`src/hw/rtl/fasmd_pkg.sv`:
```
// Shared types, constants and helper functions of the floating-point arithmetic unit.
`timescale 1ns / 1ps

package fasmd_pkg;

  localparam int FRAC_F = 23;
  localparam int FRAC_H = 10;
  localparam int BIAS_F = 127;
  localparam int BIAS_H = 15;
  localparam int EMAX_F = 255;
  localparam int EMAX_H = 31;

  localparam logic [FRAC_F-1:0] MASK_F = 23'h7FFFFF;
  localparam logic [FRAC_H-1:0] MASK_H = 10'h3FF;

  localparam int EW    = 12;          // signed exponent width
  localparam int SIG_W = FRAC_F + 1;  // significand with hidden bit
  localparam int ACC_W = 64;

  localparam logic [31:0] QNAN_F = 32'h7FC00000;
  localparam logic [31:0] QNAN_H = 32'h00007E00;

  // Biased exponent of the accumulator value once its leading one sits at bit 62.
  localparam logic signed [EW-1:0] ADD_OFS_F = EW'(30 - FRAC_F + BIAS_F);
  localparam logic signed [EW-1:0] ADD_OFS_H = EW'(30 - FRAC_H + BIAS_H);
  localparam logic signed [EW-1:0] MUL_OFS_F = EW'(62 - 2 * FRAC_F + BIAS_F);
  localparam logic signed [EW-1:0] MUL_OFS_H = EW'(62 - 2 * FRAC_H + BIAS_H);
  localparam logic signed [EW-1:0] DIV_OFS_F = EW'(23 + BIAS_F);
  localparam logic signed [EW-1:0] DIV_OFS_H = EW'(23 + BIAS_H);

  localparam logic signed [EW-1:0] EMAX_F_E = EW'(EMAX_F);
  localparam logic signed [EW-1:0] EMAX_H_E = EW'(EMAX_H);
  localparam logic signed [EW-1:0] EMIN_F_E = EW'(1 - BIAS_F);
  localparam logic signed [EW-1:0] EMIN_H_E = EW'(1 - BIAS_H);
  localparam logic signed [EW-1:0] BIAS_F_E = EW'(BIAS_F);
  localparam logic signed [EW-1:0] BIAS_H_E = EW'(BIAS_H);

  localparam logic [1:0] CMD_ADD = 2'd0;
  localparam logic [1:0] CMD_SUB = 2'd1;
  localparam logic [1:0] CMD_MUL = 2'd2;
  localparam logic [1:0] CMD_DIV = 2'd3;

  localparam logic [1:0] RM_RZ  = 2'd0;
  localparam logic [1:0] RM_RNE = 2'd1;
  localparam logic [1:0] RM_RUP = 2'd2;
  localparam logic [1:0] RM_RDN = 2'd3;

  localparam logic REG_FMT = 1'b0;
  localparam logic REG_RM  = 1'b1;

  typedef enum logic [1:0] {
    K_FIN  = 2'd0,
    K_ZERO = 2'd1,
    K_INF  = 2'd2,
    K_NAN  = 2'd3
  } kind_e;

  typedef struct packed {
    logic                  sign;
    kind_e                 kind;
    logic signed [EW-1:0]  exp;
    logic [SIG_W-1:0]      sig;
  } operand_t;

  typedef struct packed {
    logic [31:0] bits;
    kind_e       cls;
  } res_t;

  function automatic res_t special_res(logic sign, kind_e kind, logic fmt);
    res_t r;
    r.cls = kind;
    case (kind)
      K_NAN:   r.bits = fmt ? QNAN_H : QNAN_F;
      K_INF:   r.bits = fmt ? {16'b0, sign, 5'h1F, 10'b0} : {sign, 8'hFF, 23'b0};
      default: r.bits = fmt ? {16'b0, sign, 15'b0} : {sign, 31'b0};
    endcase
    return r;
  endfunction

  function automatic res_t ovf_res(logic sign, logic fmt, logic [1:0] rm);
    res_t r;
    logic to_inf;
    to_inf = (rm == RM_RNE) || (rm == RM_RUP && !sign) || (rm == RM_RDN && sign);
    if (to_inf) begin
      r = special_res(sign, K_INF, fmt);
    end else begin
      r.cls  = K_FIN;
      r.bits = fmt ? {16'b0, sign, 15'h7BFF} : {sign, 31'h7F7FFFFF};
    end
    return r;
  endfunction

endpackage

```
`src/hw/rtl/fasmd_unpack.sv`:
```
// Operand decoder: sign, class, unbiased exponent and significand of one encoding.
`timescale 1ns / 1ps

module fasmd_unpack
  import fasmd_pkg::*;
(
  input  logic [31:0] raw_i,
  input  logic        fmt_i,
  output operand_t    op_o
);

  logic [7:0]        ef;
  logic [7:0]        emax;
  logic [FRAC_F-1:0] frac;

  always_comb begin
    ef   = fmt_i ? {3'b0, raw_i[14:10]} : raw_i[30:23];
    emax = fmt_i ? 8'(EMAX_H) : 8'(EMAX_F);
    frac = fmt_i ? {13'b0, raw_i[9:0] & MASK_H} : (raw_i[22:0] & MASK_F);
    op_o.sign = fmt_i ? raw_i[15] : raw_i[31];
    if (ef == emax) begin
      op_o.kind = (frac != '0) ? K_NAN : K_INF;
    end else if (ef == 8'd0) begin
      op_o.kind = (frac == '0) ? K_ZERO : K_FIN;
    end else begin
      op_o.kind = K_FIN;
    end
    if (ef == 8'd0) begin
      op_o.exp = fmt_i ? EMIN_H_E : EMIN_F_E;
      op_o.sig = {1'b0, frac};
    end else begin
      op_o.exp = $signed({4'b0, ef}) - (fmt_i ? BIAS_H_E : BIAS_F_E);
      op_o.sig = fmt_i ? {13'b0, 1'b1, frac[FRAC_H-1:0]} : {1'b1, frac};
    end
  end

endmodule

```
`src/hw/rtl/fasmd_round.sv`:
```
// Final rounder: rounds the normalized accumulator and packs the encoding.
`timescale 1ns / 1ps

module fasmd_round
  import fasmd_pkg::*;
(
  input  logic [ACC_W-1:0]    acc_i,
  input  logic signed [EW-1:0] be_i,
  input  logic                sign_i,
  input  logic                fmt_i,
  input  logic [1:0]          rm_i,
  output res_t                res_o
);

  logic [SIG_W-1:0] kept;
  logic             half;
  logic             low;
  logic             inc;
  logic [7:0]       bexp;
  logic [31:0]      mag;
  logic [31:0]      lim;

  always_comb begin
    kept = fmt_i ? {13'b0, acc_i[62:52]} : acc_i[62:39];
    half = fmt_i ? acc_i[51] : acc_i[38];
    low  = fmt_i ? (|acc_i[50:0]) : (|acc_i[37:0]);
    case (rm_i)
      RM_RNE:  inc = half && (low || kept[0]);
      RM_RUP:  inc = (half || low) && !sign_i;
      RM_RDN:  inc = (half || low) && sign_i;
      default: inc = 1'b0;
    endcase
    bexp = be_i[7:0] - 8'd1;
    mag  = (fmt_i ? ({24'b0, bexp} << FRAC_H) : ({24'b0, bexp} << FRAC_F))
           + {8'b0, kept} + {31'b0, inc};
    lim  = fmt_i ? (32'(EMAX_H) << FRAC_H) : (32'(EMAX_F) << FRAC_F);
    if (mag >= lim) begin
      res_o = ovf_res(sign_i, fmt_i, rm_i);
    end else begin
      res_o.bits = fmt_i ? {16'b0, sign_i, mag[14:0]} : {sign_i, mag[30:0]};
      res_o.cls  = (mag == '0) ? K_ZERO : K_FIN;
    end
  end

endmodule

```
`src/hw/rtl/float_add_sub_mul_div.sv`:
```
// Top level: IEEE binary32/binary16 add, subtract, multiply and divide with a sequencer.
`timescale 1ns / 1ps

// Iterative IEEE 754 unit for binary32 or binary16 (number_format register) with
// four rounding modes. Pulse start_i while busy_o is low to issue one command; the
// result appears on result_bits_o / result_class_o, marked by valid_o for exactly one
// cycle, and must be taken then: the receiver cannot stall the unit. Special cases (a
// NaN or infinity operand, a zero in multiply or divide, or two zero addends) finish
// in the cycle after start and keep busy_o low. Otherwise a significand pass first
// shifts subnormal operands up to the hidden bit; then add/subtract aligns the smaller
// addend (exponent difference capped at 63) in steps of eight bits, then single bits,
// and adds, multiply forms the product, and divide runs a restoring divider, one
// quotient bit per cycle. A normalize pass follows, then an overflow check, an
// optional subnormal right-shift pass and a rounding step.
// Write configuration only while busy_o is low and no result is pending.

module float_add_sub_mul_div
  import fasmd_pkg::*;
(
  input  logic        clk_i,
  input  logic        rst_ni,
  input  logic        cfg_we_i,
  input  logic        cfg_idx_i,
  input  logic [1:0]  cfg_data_i,
  input  logic        start_i,
  output logic        busy_o,
  input  logic [1:0]  command_i,
  input  logic [31:0] operand_a_i,
  input  logic [31:0] operand_b_i,
  output logic        valid_o,
  output logic [31:0] result_bits_o,
  output logic [1:0]  result_class_o
);

  typedef enum logic [3:0] {
    S_IDLE,
    S_NORM,
    S_ALIGN,
    S_ADDSUB,
    S_MUL,
    S_DIV,
    S_LNORM,
    S_DENORM,
    S_ROUND
  } state_e;

  state_e state_q, state_d;

  logic                 fmt_q, fmt_d;
  logic [1:0]           rm_q, rm_d;
  logic [1:0]           cmd_q, cmd_d;
  logic                 sign_a_q, sign_a_d, sign_b_q, sign_b_d, rsign_q, rsign_d;
  logic signed [EW-1:0] exp_a_q, exp_a_d, exp_b_q, exp_b_d, be_q, be_d;
  logic [SIG_W-1:0]     sig_a_q, sig_a_d, sig_b_q, sig_b_d;
  logic [ACC_W-1:0]     acc_q, acc_d;
  logic [SIG_W:0]       rem_q, rem_d;
  logic [5:0]           cnt_q, cnt_d;
  logic                 valid_q, valid_d;
  logic [31:0]          bits_q, bits_d;
  kind_e                cls_q, cls_d;

  operand_t         ua, ub;
  res_t             sp, rnd;
  res_t             done_res;
  logic             sp_hit;
  logic             bsign;
  logic             s_xor;
  logic [4:0]       hb;
  logic             need_a, need_b;
  logic             swap;
  logic signed [EW-1:0] ediff;
  logic [ACC_W-1:0] xval;
  logic [47:0]      prod;
  logic             ge;
  logic [SIG_W:0]   r2;

  fasmd_unpack u_unpack_a (.raw_i(operand_a_i), .fmt_i(fmt_q), .op_o(ua));
  fasmd_unpack u_unpack_b (.raw_i(operand_b_i), .fmt_i(fmt_q), .op_o(ub));

  fasmd_round u_round (
    .acc_i (acc_q),
    .be_i  (be_q),
    .sign_i(rsign_q),
    .fmt_i (fmt_q),
    .rm_i  (rm_q),
    .res_o (rnd)
  );

  // Special operands settle the answer at issue time.
  always_comb begin
    bsign  = ub.sign ^ (command_i == CMD_SUB);
    s_xor  = ua.sign ^ ub.sign;
    sp_hit = 1'b1;
    sp     = special_res(1'b0, K_NAN, fmt_q);
    if (ua.kind == K_NAN || ub.kind == K_NAN) begin
      sp = special_res(1'b0, K_NAN, fmt_q);
    end else begin
      case (command_i)
        CMD_ADD, CMD_SUB: begin
          if (ua.kind == K_INF && ub.kind == K_INF) begin
            sp = special_res(ua.sign, (ua.sign == bsign) ? K_INF : K_NAN, fmt_q);
          end else if (ua.kind == K_INF) begin
            sp = special_res(ua.sign, K_INF, fmt_q);
          end else if (ub.kind == K_INF) begin
            sp = special_res(bsign, K_INF, fmt_q);
          end else if (ua.kind == K_ZERO && ub.kind == K_ZERO) begin
            sp = special_res((ua.sign == bsign) ? ua.sign : (rm_q == RM_RDN), K_ZERO,
                             fmt_q);
          end else begin
            sp_hit = 1'b0;
          end
        end
        CMD_MUL: begin
          if ((ua.kind == K_INF && ub.kind == K_ZERO) ||
              (ua.kind == K_ZERO && ub.kind == K_INF)) begin
            sp = special_res(1'b0, K_NAN, fmt_q);
          end else if (ua.kind == K_INF || ub.kind == K_INF) begin
            sp = special_res(s_xor, K_INF, fmt_q);
          end else if (ua.kind == K_ZERO || ub.kind == K_ZERO) begin
            sp = special_res(s_xor, K_ZERO, fmt_q);
          end else begin
            sp_hit = 1'b0;
          end
        end
        default: begin
          if ((ua.kind == K_INF && ub.kind == K_INF) ||
              (ua.kind == K_ZERO && ub.kind == K_ZERO)) begin
            sp = special_res(1'b0, K_NAN, fmt_q);
          end else if (ua.kind == K_INF || ub.kind == K_ZERO) begin
            sp = special_res(s_xor, K_INF, fmt_q);
          end else if (ub.kind == K_INF || ua.kind == K_ZERO) begin
            sp = special_res(s_xor, K_ZERO, fmt_q);
          end else begin
            sp_hit = 1'b0;
          end
        end
      endcase
    end
  end

  assign hb     = fmt_q ? 5'(FRAC_H) : 5'(FRAC_F);
  assign need_a = (sig_a_q != '0) && !sig_a_q[hb];
  assign need_b = (sig_b_q != '0) && !sig_b_q[hb];
  assign swap   = (sig_a_q == '0) || ((sig_b_q != '0) && (exp_b_q > exp_a_q));
  assign ediff  = swap ? (exp_b_q - exp_a_q) : (exp_a_q - exp_b_q);
  assign xval   = {8'b0, sig_a_q, 32'b0};
  assign prod   = 48'(sig_a_q) * 48'(sig_b_q);
  assign ge     = rem_q >= {1'b0, sig_b_q};
  assign r2     = ge ? (rem_q - {1'b0, sig_b_q}) : rem_q;

  always_comb begin
    state_d  = state_q;
    fmt_d    = fmt_q;
    rm_d     = rm_q;
    cmd_d    = cmd_q;
    sign_a_d = sign_a_q;
    sign_b_d = sign_b_q;
    rsign_d  = rsign_q;
    exp_a_d  = exp_a_q;
    exp_b_d  = exp_b_q;
    be_d     = be_q;
    sig_a_d  = sig_a_q;
    sig_b_d  = sig_b_q;
    acc_d    = acc_q;
    rem_d    = rem_q;
    cnt_d    = cnt_q;
    valid_d  = 1'b0;
    bits_d   = bits_q;
    cls_d    = cls_q;
    done_res = rnd;

    if (cfg_we_i) begin
      if (cfg_idx_i == REG_FMT) begin
        fmt_d = cfg_data_i[0];
      end else begin
        rm_d = cfg_data_i;
      end
    end

    case (state_q)
      S_IDLE: begin
        if (start_i) begin
          if (sp_hit) begin
            bits_d  = sp.bits;
            cls_d   = sp.cls;
            valid_d = 1'b1;
          end else begin
            cmd_d    = command_i;
            sign_a_d = ua.sign;
            sign_b_d = bsign;
            exp_a_d  = ua.exp;
            exp_b_d  = ub.exp;
            sig_a_d  = (ua.kind == K_ZERO) ? '0 : ua.sig;
            sig_b_d  = (ub.kind == K_ZERO) ? '0 : ub.sig;
            state_d  = S_NORM;
          end
        end
      end
      // Bring subnormal significands up to the hidden bit, one bit a cycle.
      S_NORM: begin
        if (need_a) begin
          sig_a_d = {sig_a_q[SIG_W-2:0], 1'b0};
          exp_a_d = exp_a_q - EW'(1);
        end
        if (need_b) begin
          sig_b_d = {sig_b_q[SIG_W-2:0], 1'b0};
          exp_b_d = exp_b_q - EW'(1);
        end
        if (!need_a && !need_b) begin
          case (cmd_q)
            CMD_ADD, CMD_SUB: begin
              if (swap) begin
                sig_a_d  = sig_b_q;
                exp_a_d  = exp_b_q;
                sign_a_d = sign_b_q;
                sign_b_d = sign_a_q;
                acc_d    = {8'b0, sig_a_q, 32'b0};
              end else begin
                acc_d    = {8'b0, sig_b_q, 32'b0};
              end
              cnt_d   = (ediff > EW'(63)) ? 6'd63 : ediff[5:0];
              state_d = S_ALIGN;
            end
            CMD_MUL: state_d = S_MUL;
            default: begin
              rem_d   = {1'b0, sig_a_q};
              acc_d   = '0;
              cnt_d   = 6'd39;
              state_d = S_DIV;
            end
          endcase
        end
      end
      // Right-shift the smaller addend, folding lost bits into bit 0.
      S_ALIGN: begin
        if (cnt_q >= 6'd8) begin
          acc_d = {8'b0, acc_q[ACC_W-1:8]} | {63'b0, |acc_q[7:0]};
          cnt_d = cnt_q - 6'd8;
        end else if (cnt_q != '0) begin
          acc_d = {1'b0, acc_q[ACC_W-1:1]} | {63'b0, acc_q[0]};
          cnt_d = cnt_q - 6'd1;
        end else begin
          state_d = S_ADDSUB;
        end
      end
      S_ADDSUB: begin
        be_d    = exp_a_q + (fmt_q ? ADD_OFS_H : ADD_OFS_F);
        state_d = S_LNORM;
        if (sign_a_q == sign_b_q) begin
          acc_d   = xval + acc_q;
          rsign_d = sign_a_q;
        end else if (xval > acc_q) begin
          acc_d   = xval - acc_q;
          rsign_d = sign_a_q;
        end else if (acc_q > xval) begin
          acc_d   = acc_q - xval;
          rsign_d = sign_b_q;
        end else begin
          // Exact cancellation: signed zero by rounding direction.
          done_res = special_res(rm_q == RM_RDN, K_ZERO, fmt_q);
          bits_d   = done_res.bits;
          cls_d    = done_res.cls;
          valid_d  = 1'b1;
          state_d  = S_IDLE;
        end
      end
      S_MUL: begin
        acc_d   = {16'b0, prod};
        be_d    = exp_a_q + exp_b_q + (fmt_q ? MUL_OFS_H : MUL_OFS_F);
        rsign_d = sign_a_q ^ sign_b_q;
        state_d = S_LNORM;
      end
      // Restoring division: one quotient bit per cycle, sticky from the remainder.
      S_DIV: begin
        acc_d = {acc_q[ACC_W-2:0], ge};
        rem_d = {r2[SIG_W-1:0], 1'b0};
        if (cnt_q == '0) begin
          acc_d   = {acc_q[ACC_W-2:0], ge | (r2 != '0)};
          be_d    = exp_a_q - exp_b_q + (fmt_q ? DIV_OFS_H : DIV_OFS_F);
          rsign_d = sign_a_q ^ sign_b_q;
          state_d = S_LNORM;
        end else begin
          cnt_d = cnt_q - 6'd1;
        end
      end
      // Left-normalize until the leading one sits at bit 62.
      S_LNORM: begin
        if (acc_q[62]) begin
          state_d = S_DENORM;
        end else if (acc_q[62:55] == 8'b0) begin
          acc_d = {acc_q[ACC_W-9:0], 8'b0};
          be_d  = be_q - EW'(8);
        end else begin
          acc_d = {acc_q[ACC_W-2:0], 1'b0};
          be_d  = be_q - EW'(1);
        end
      end
      // Catch overflow, then walk tiny results down to the subnormal quantum.
      S_DENORM: begin
        if (be_q >= (fmt_q ? EMAX_H_E : EMAX_F_E)) begin
          done_res = ovf_res(rsign_q, fmt_q, rm_q);
          bits_d   = done_res.bits;
          cls_d    = done_res.cls;
          valid_d  = 1'b1;
          state_d  = S_IDLE;
        end else if (be_q < EW'(1)) begin
          if (acc_q[ACC_W-1:1] == '0) begin
            be_d = EW'(1);
          end else if (be_q <= -EW'(7)) begin
            acc_d = {8'b0, acc_q[ACC_W-1:8]} | {63'b0, |acc_q[7:0]};
            be_d  = be_q + EW'(8);
          end else begin
            acc_d = {1'b0, acc_q[ACC_W-1:1]} | {63'b0, acc_q[0]};
            be_d  = be_q + EW'(1);
          end
        end else begin
          state_d = S_ROUND;
        end
      end
      S_ROUND: begin
        bits_d  = rnd.bits;
        cls_d   = rnd.cls;
        valid_d = 1'b1;
        state_d = S_IDLE;
      end
      default: state_d = S_IDLE;
    endcase
  end

  always_ff @(posedge clk_i or negedge rst_ni) begin
    if (!rst_ni) begin
      state_q  <= S_IDLE;
      fmt_q    <= 1'b0;
      rm_q     <= RM_RZ;
      cmd_q    <= CMD_ADD;
      sign_a_q <= 1'b0;
      sign_b_q <= 1'b0;
      rsign_q  <= 1'b0;
      exp_a_q  <= '0;
      exp_b_q  <= '0;
      be_q     <= '0;
      sig_a_q  <= '0;
      sig_b_q  <= '0;
      acc_q    <= '0;
      rem_q    <= '0;
      cnt_q    <= '0;
      valid_q  <= 1'b0;
      bits_q   <= '0;
      cls_q    <= K_FIN;
    end else begin
      state_q  <= state_d;
      fmt_q    <= fmt_d;
      rm_q     <= rm_d;
      cmd_q    <= cmd_d;
      sign_a_q <= sign_a_d;
      sign_b_q <= sign_b_d;
      rsign_q  <= rsign_d;
      exp_a_q  <= exp_a_d;
      exp_b_q  <= exp_b_d;
      be_q     <= be_d;
      sig_a_q  <= sig_a_d;
      sig_b_q  <= sig_b_d;
      acc_q    <= acc_d;
      rem_q    <= rem_d;
      cnt_q    <= cnt_d;
      valid_q  <= valid_d;
      bits_q   <= bits_d;
      cls_q    <= cls_d;
    end
  end

  assign busy_o         = (state_q != S_IDLE);
  assign valid_o        = valid_q;
  assign result_bits_o  = bits_q;
  assign result_class_o = cls_q;

`ifndef SYNTHESIS
  a_beat_when_idle: assert property (@(posedge clk_i) disable iff (!rst_ni)
    valid_o |-> !busy_o) else $error("result beat while busy");
  a_nan_canonical: assert property (@(posedge clk_i) disable iff (!rst_ni)
    (valid_o && result_class_o == K_NAN) |-> (result_bits_o == (fmt_q ? QNAN_H : QNAN_F)))
    else $error("non-canonical NaN");
  a_half_upper_zero: assert property (@(posedge clk_i) disable iff (!rst_ni)
    (valid_o && fmt_q) |-> (result_bits_o[31:16] == 16'b0))
    else $error("binary16 result has upper bits set");
  a_round_range: assert property (@(posedge clk_i) disable iff (!rst_ni)
    (state_q == S_ROUND) |-> (be_q >= EW'(1) && be_q < (fmt_q ? EMAX_H_E : EMAX_F_E)))
    else $error("rounding exponent out of range");
`endif

endmodule

```
`config.mk`:
```
export PLATFORM = sky130hd
export DESIGN_NAME = float_add_sub_mul_div
export DESIGN_NICKNAME = d
export VERILOG_FILES = /design/src/hw/rtl/fasmd_pkg.sv /design/src/hw/rtl/fasmd_unpack.sv /design/src/hw/rtl/fasmd_round.sv /design/src/hw/rtl/float_add_sub_mul_div.sv
export SDC_FILE = /design/constraint.sdc
export NUM_CORES = 2
export LEC_CHECK = 0
export ABC_AREA = 1
export BUFFER_PORTS_ARGS = -buffer_cell sky130_fd_sc_hd__buf_2
export CORE_UTILIZATION = 52
export DETAILED_ROUTE_END_ITERATION = 8
export GPL_TIMING_DRIVEN = 0
export MAX_ROUTING_LAYER = met4
export PLACE_DENSITY = 0.68
export SLEW_MARGIN = 20
export SYNTH_ARGS = -nofsm -noshare
export SYNTH_HDL_FRONTEND = slang
export SYNTH_SLANG_ARGS = --single-unit
```
`constraint.sdc`:
```
create_clock -name clk_i -period 9.42 [get_ports clk_i]
set_input_delay 0.942 -clock clk_i [delete_from_list [all_inputs] [get_ports clk_i]]
set_output_delay 0.942 -clock clk_i [all_outputs]
set_load 0.01 [all_outputs]
```
======== After elaboration in Yosys (flattened, before gate mapping) ========
Cells that the tools add are included.
storage, ports and cells
  register bits after elaboration ......... 226
  bits in latches ......................... 0
  bits in writable memories ............... 0
  memory bits (read-only) ................. 0
  input port bits ......................... 73
  logic and storage cells ................. 379
  memories kept ........................... 0
operators by class
  add/sub/neg operators ................... 23
  $mul .................................... 1
  divide/modulo/power cells ............... 0
  $lt $le $gt $ge ......................... 11
  eq/ne operators ......................... 52
  shift-type cells ........................ 0
  multiplexer cells ....................... 189
  bitwise logic cells ..................... 8
  reductions and logical operators ........ 76
operators by type and width
  kind                                             number
  64-bit 2-to-1 mux                                11
  32-bit 2-to-1 mux                                16
  64-bit case mux with 7 select lines              1
  34-bit 2-to-1 mux                                13
  24-bit 2-to-1 mux                                14
  12-bit 2-to-1 mux                                17
  32-bit case mux with 4 select lines              1
  64-bit case mux with 2 select lines              1
  24-bit case mux with 2 select lines              2
  31-bit 2-to-1 mux                                3
  25-bit 2-to-1 mux                                3
  36-bit 2-to-1 mux                                2
  34-bit case mux with 2 select lines              1
  56-bit by 64-bit adder with 64-bit output        1
  56-bit by 64-bit > comparator with 1-bit output  1
  64-bit by 56-bit > comparator with 1-bit output  1
  32-bit case mux with 2 select lines              1
  56-bit by 64-bit subtractor with 64-bit output   1
  64-bit by 56-bit subtractor with 64-bit output   1
  63-bit zero test                                 1
  63-bit 2-to-1 mux                                1
  63-bit by 1-bit OR with 63-bit output            1
  12-bit case mux with 5 select lines              1
  56-bit 2-to-1 mux                                1
  91 further kinds                                 264

======== Longest topological paths before layout ========
  depth after elaboration ................. 16
  gate-level depth with buffers ........... 38
  gate-level depth less buffers ........... 38

======== Cells and area by module ========
Synthesis repeated with hierarchy kept, for this count alone.
unflattened totals
  cell total of the unflattened synthesis .. 7676
  area total of the unflattened synthesis .. 50251.9 µm²
by module, submodules not included
  module                 instances  cells each  area each (µm²)
  float_add_sub_mul_div  1          6742        45471.1
  fasmd_round            1          638         3184.3
  fasmd_unpack           2          148         798.3

======== Worst setup path after synthesis ========
Ideal clock, no wire load.
  path kind ............................... register to register
  start point ............................. register sig_a_q[18]
  end point ............................... register acc_q[46]
  data arrival time ....................... 6.649 ns
  setup slack ............................. 2.641 ns
  cell stages (with the launch flop) ...... 31
  path buffers ............................ 2
  cells stage by stage .................... dfrtp_1 clkbuf_1 buf_1 nand2_1 fa_1 inv_1 fa_1 inv_1 fa_1 fa_1 inv_1 fa_1 fa_1 inv_1 fa_1 inv_1 ha_1 a21oi_1 inv_1 a31oi_1 o21ai_0 or2_2 nand2_1 nand3_1 nand2_1 o2111ai_1 or2_2 nand3_1 nand4_1 nand2_1 o21ai_0
between the ends
  cells in the longest elaborated chain, start to end .. 8
ends and longest elaborated chain
  item                                                                                    line                          source
  from (decl)                                                                             float_add_sub_mul_div.sv:54   logic [SIG_W-1:0] sig_a_q, sig_a_d, sig_b_q, sig_b_d;
  from (signal assigned)                                                                  float_add_sub_mul_div.sv:361  sig_a_q <= sig_a_d;
  branches (longest 8 deep; another with 24-bit by 24-bit multiplier with 48-bit output)  n/a
  to (signal assigned)                                                                    float_add_sub_mul_div.sv:344  acc_q <= '0;
  to (signal assigned)                                                                    float_add_sub_mul_div.sv:363  acc_q <= acc_d;
  to (decl)                                                                               float_add_sub_mul_div.sv:55   logic [ACC_W-1:0] acc_q, acc_d;
Several ways; the timed one is not identified. The select of a mux whose other input is x is not followed.
A chain may end at the register's enable or synchronous reset.

======== Worst setup path after layout ========
Ends and elaborated chain as after synthesis.

==> run_results.csv <==
group,metric,value,unit
run_status,status,"finished clean",
cells_and_area,nFillCells,9243,
grt,grt_pass1_vias,48700,
synthesis,synth_common_cells,"nand2_1 (1689), inv_1 (1515), fa_1 (493)",
die,ios,109,
clock_tree,holdBufCountCts,0,
clock_tree,cts_max_level,2,
synthesis,synth.avg_cell_area,6.67,µm²
synthesis,synth_seq_cells,226,
clock_tree,clock_sinks,226,
synthesis,yosysMostFrequentCell,"nand2_1",
setup_path,crit_fanout,10,
synthesis,yosysTopAreaCellShare,0.206,
placement,dp.cells,8457,
drt,routed_wl,214000,µm
placement,place_congestion,1.14,
clock_tree,clock-root-buffer,"clkbuf_16",
synthesis,ys.flop_type,"dfrtp_1",
drt,drt_iter0_drc,7661,
synthesis,synth.area.top_cells,"fa_1 (21%), nand2_1 (13%), inv_1 (12%), dfrtp_1 (12%), ha_1 (9.6%)",
drt,vias,51700,
synthesis,synth_edf_count,0,
setup_path,r2r_cells,30,
timing,final-hold-violation-count,0,
timing,slew-limit-headroom,0.0880,
drt,dr.pass1.iters,9,
synthesis,postSynthCellCount,7169,
timing,rsz0062_at_grt,"false",
clock_tree,cts_tree,"built",
synthesis,synth_area,47800,µm²
worst_hold_path,hold_path.class,"input pin to async pin",
drt,drc,0,
setup_path,cp.required,9.86,ns
placement,port_buffers,108,
cells_and_area,drive_above_1_share,0.0467,
timing,tns,0,ns
timing,period_share,0.963,
synthesis,synthesis.nets,8103,
synthesis,ys_types,71,
setup_path,critPathMostFrequentCell,"fa_1",
clock_tree,clock_path_buffers,3,
timing,worst_clock_skew,0.0527,ns
clock_tree,cts_resized,0,
drt,viasPerCell,6.06,
setup_path,worstPathArrival,9.51,ns
setup_path,end_kind,"flop",
clock_tree,cts_buffers,34,
setup_path,cpPeakStageDelay,0.94,ns
grt,grt_start_max_net_pins,85,
setup_path,cp-start-kind,"flop",
die,start_util,0.528,
drt,routedWlPerCell,25.1,µm
setup_path,path_class,"flop to flop",
die,rows,110,
clock_tree,cts.clk_slew.worst_paths,0.06,ns
placement,hpwl,176000,µm
timing,min_period,9.08,ns
die,core_area,90600,µm²
die,die_h,305,µm
cells_and_area,syn_to_final_growth,6.80,%
drt,antenna_left,0,
grt,grt_use_total,0.465,
cells_and_area,fin_nets,8251,
grt,grt_pass1_wl,313000,µm
setup_path,slowest_stage,"clkbuf_1",
synthesis,seq_area_frac_synth,0.118,
cells_and_area,stdcell_count,8526,
die,die_w,305,µm
synthesis,synthArstFlopShare,1.00,
synthesis,ys_warn_count,0,
clock_tree,post_cts_buffers,0,
run,maxCapViolCount,0,
die,design.die.area,93200,µm²
grt,gr-total-overflow,0,
timing,fmax,110,MHz
timing,tightest_slew,1.37,ns
clock_tree,clock_latency,0.61,ns
timing,slew_viol_final,0,
synthesis,synth_top_area_cell,"fa_1",
grt,antenna_found_initial,13,
timing,setup_viol,0,
cell usage in the layout (no fill, tap or decap), types with 79 or more instances in the layout:
| master | netlist | routed |
|---|---|---|
| nand4_1 | 107 | 107 |
| nand3_1 | 297 | 297 |
| o21ai_0 | 454 | 453 |
| clkbuf_1 | 227 | 229 |
| nor2_1 | 475 | 475 |
| nor3_1 | 79 | 79 |
| buf_2 | 60 | 167 |
| xor2_1 | 165 | 165 |
| dfrtp_1 | 226 | 225 |
| fa_1 | 493 | 493 |
| a21oi_1 | 374 | 374 |
| ha_1 | 368 | 368 |
| inv_1 | 1515 | 1515 |
| nand2_1 | 1689 | 1689 |
state kept, by name (all words and copies together) (netlist names):
name	flops
acc_q	64
be_q	12
cmd_q	2
cnt_q	6
exp_a_q	12
exp_b_q	12
fmt_q	1
rem_q	25
result_bits_o	32
result_class_o	2
rm_q	2
rsign_q	1
sig_a_q	24
sig_b_q	24
sign_a_q	1
sign_b_q	1
state_q	4
valid_o	1
through the flow:
step	hold WS, ns	area [µm²]	setup slack [ns]	utilization
final	0.335	51100	0.345	0.564
after detailed placement	0.465	49900	0.603	0.551
after global placement	0.462	49800	0.551	0.550
after floorplan	0.454	47800	2.64	-
after global routing	0.368	51100	0.0574	0.564
after CTS	0.319	51100	0.533	0.564
per-layer routing:
layer	global-route usage	share of wire	wire, µm	up-vias
met2	0.643	0.40	86100	3662
met4	0.199	0.052	11100	0
met3	0.125	0.14	29500	669
met5	-	0	0	-
met1	0.634	0.41	87000	24600
li1	-	-	-	22800
critical path, delay by kind of cell (launching register included):
family                     cells  cell delay (ns)
AOI/OAI and AO/OA              5             0.84
and+or+nand+nor                9             1.49
buffers and inverters          8             2.07
adders and majority gates      8             4.09
DFF                            1             0.40
kinds of logic after synthesis:
family | after synthesis | synth area share
AO/OA/AOI/OAI | 1254 | 0.153
XOR/XNOR | 185 | 0.0339
adder cells (fa/ha/maj) | 861 | 0.303
buffers and inverters | 1869 | 0.150
flip-flops | 226 | 0.118
multiplexers | 1 | 0.000209
AND/OR/NAND/NOR | 2773 | 0.242
layout make-up:
cell class | instances | area, µm² | area share
repair buffers | 112 | 633 | 0.0124
multi-input cells | 5074 | 35000 | 0.685
well taps | 1176 | 1470 | 0.0288
plain buffers | 329 | 1390 | 0.0271
inverters | 1540 | 5790 | 0.113
clock inverters | 16 | 166 | 0.00326
clock buffers | 43 | 946 | 0.0185
flip-flops and latches | 226 | 5660 | 0.111
diodes | 10 | 25.0 | 0.000490
final timing paths:
kind,start,endpoint,slack (ns)
hold reg to reg,result_bits_o[2],result_bits_o[2],0.48
setup / recovery,sig_a_q[18],acc_q[46],0.34
min in group clk_i,result_bits_o[2],result_bits_o[2],0.48
setup reg to reg,sig_a_q[18],acc_q[46],0.34
hold / removal,rst_ni,acc_q[17],0.34
max in group asynchronous,rst_ni,exp_b_q[0],7.74
Power is not shown: default switching activity piles up to over one toggle a cycle in this logic, so the estimate is an artifact.
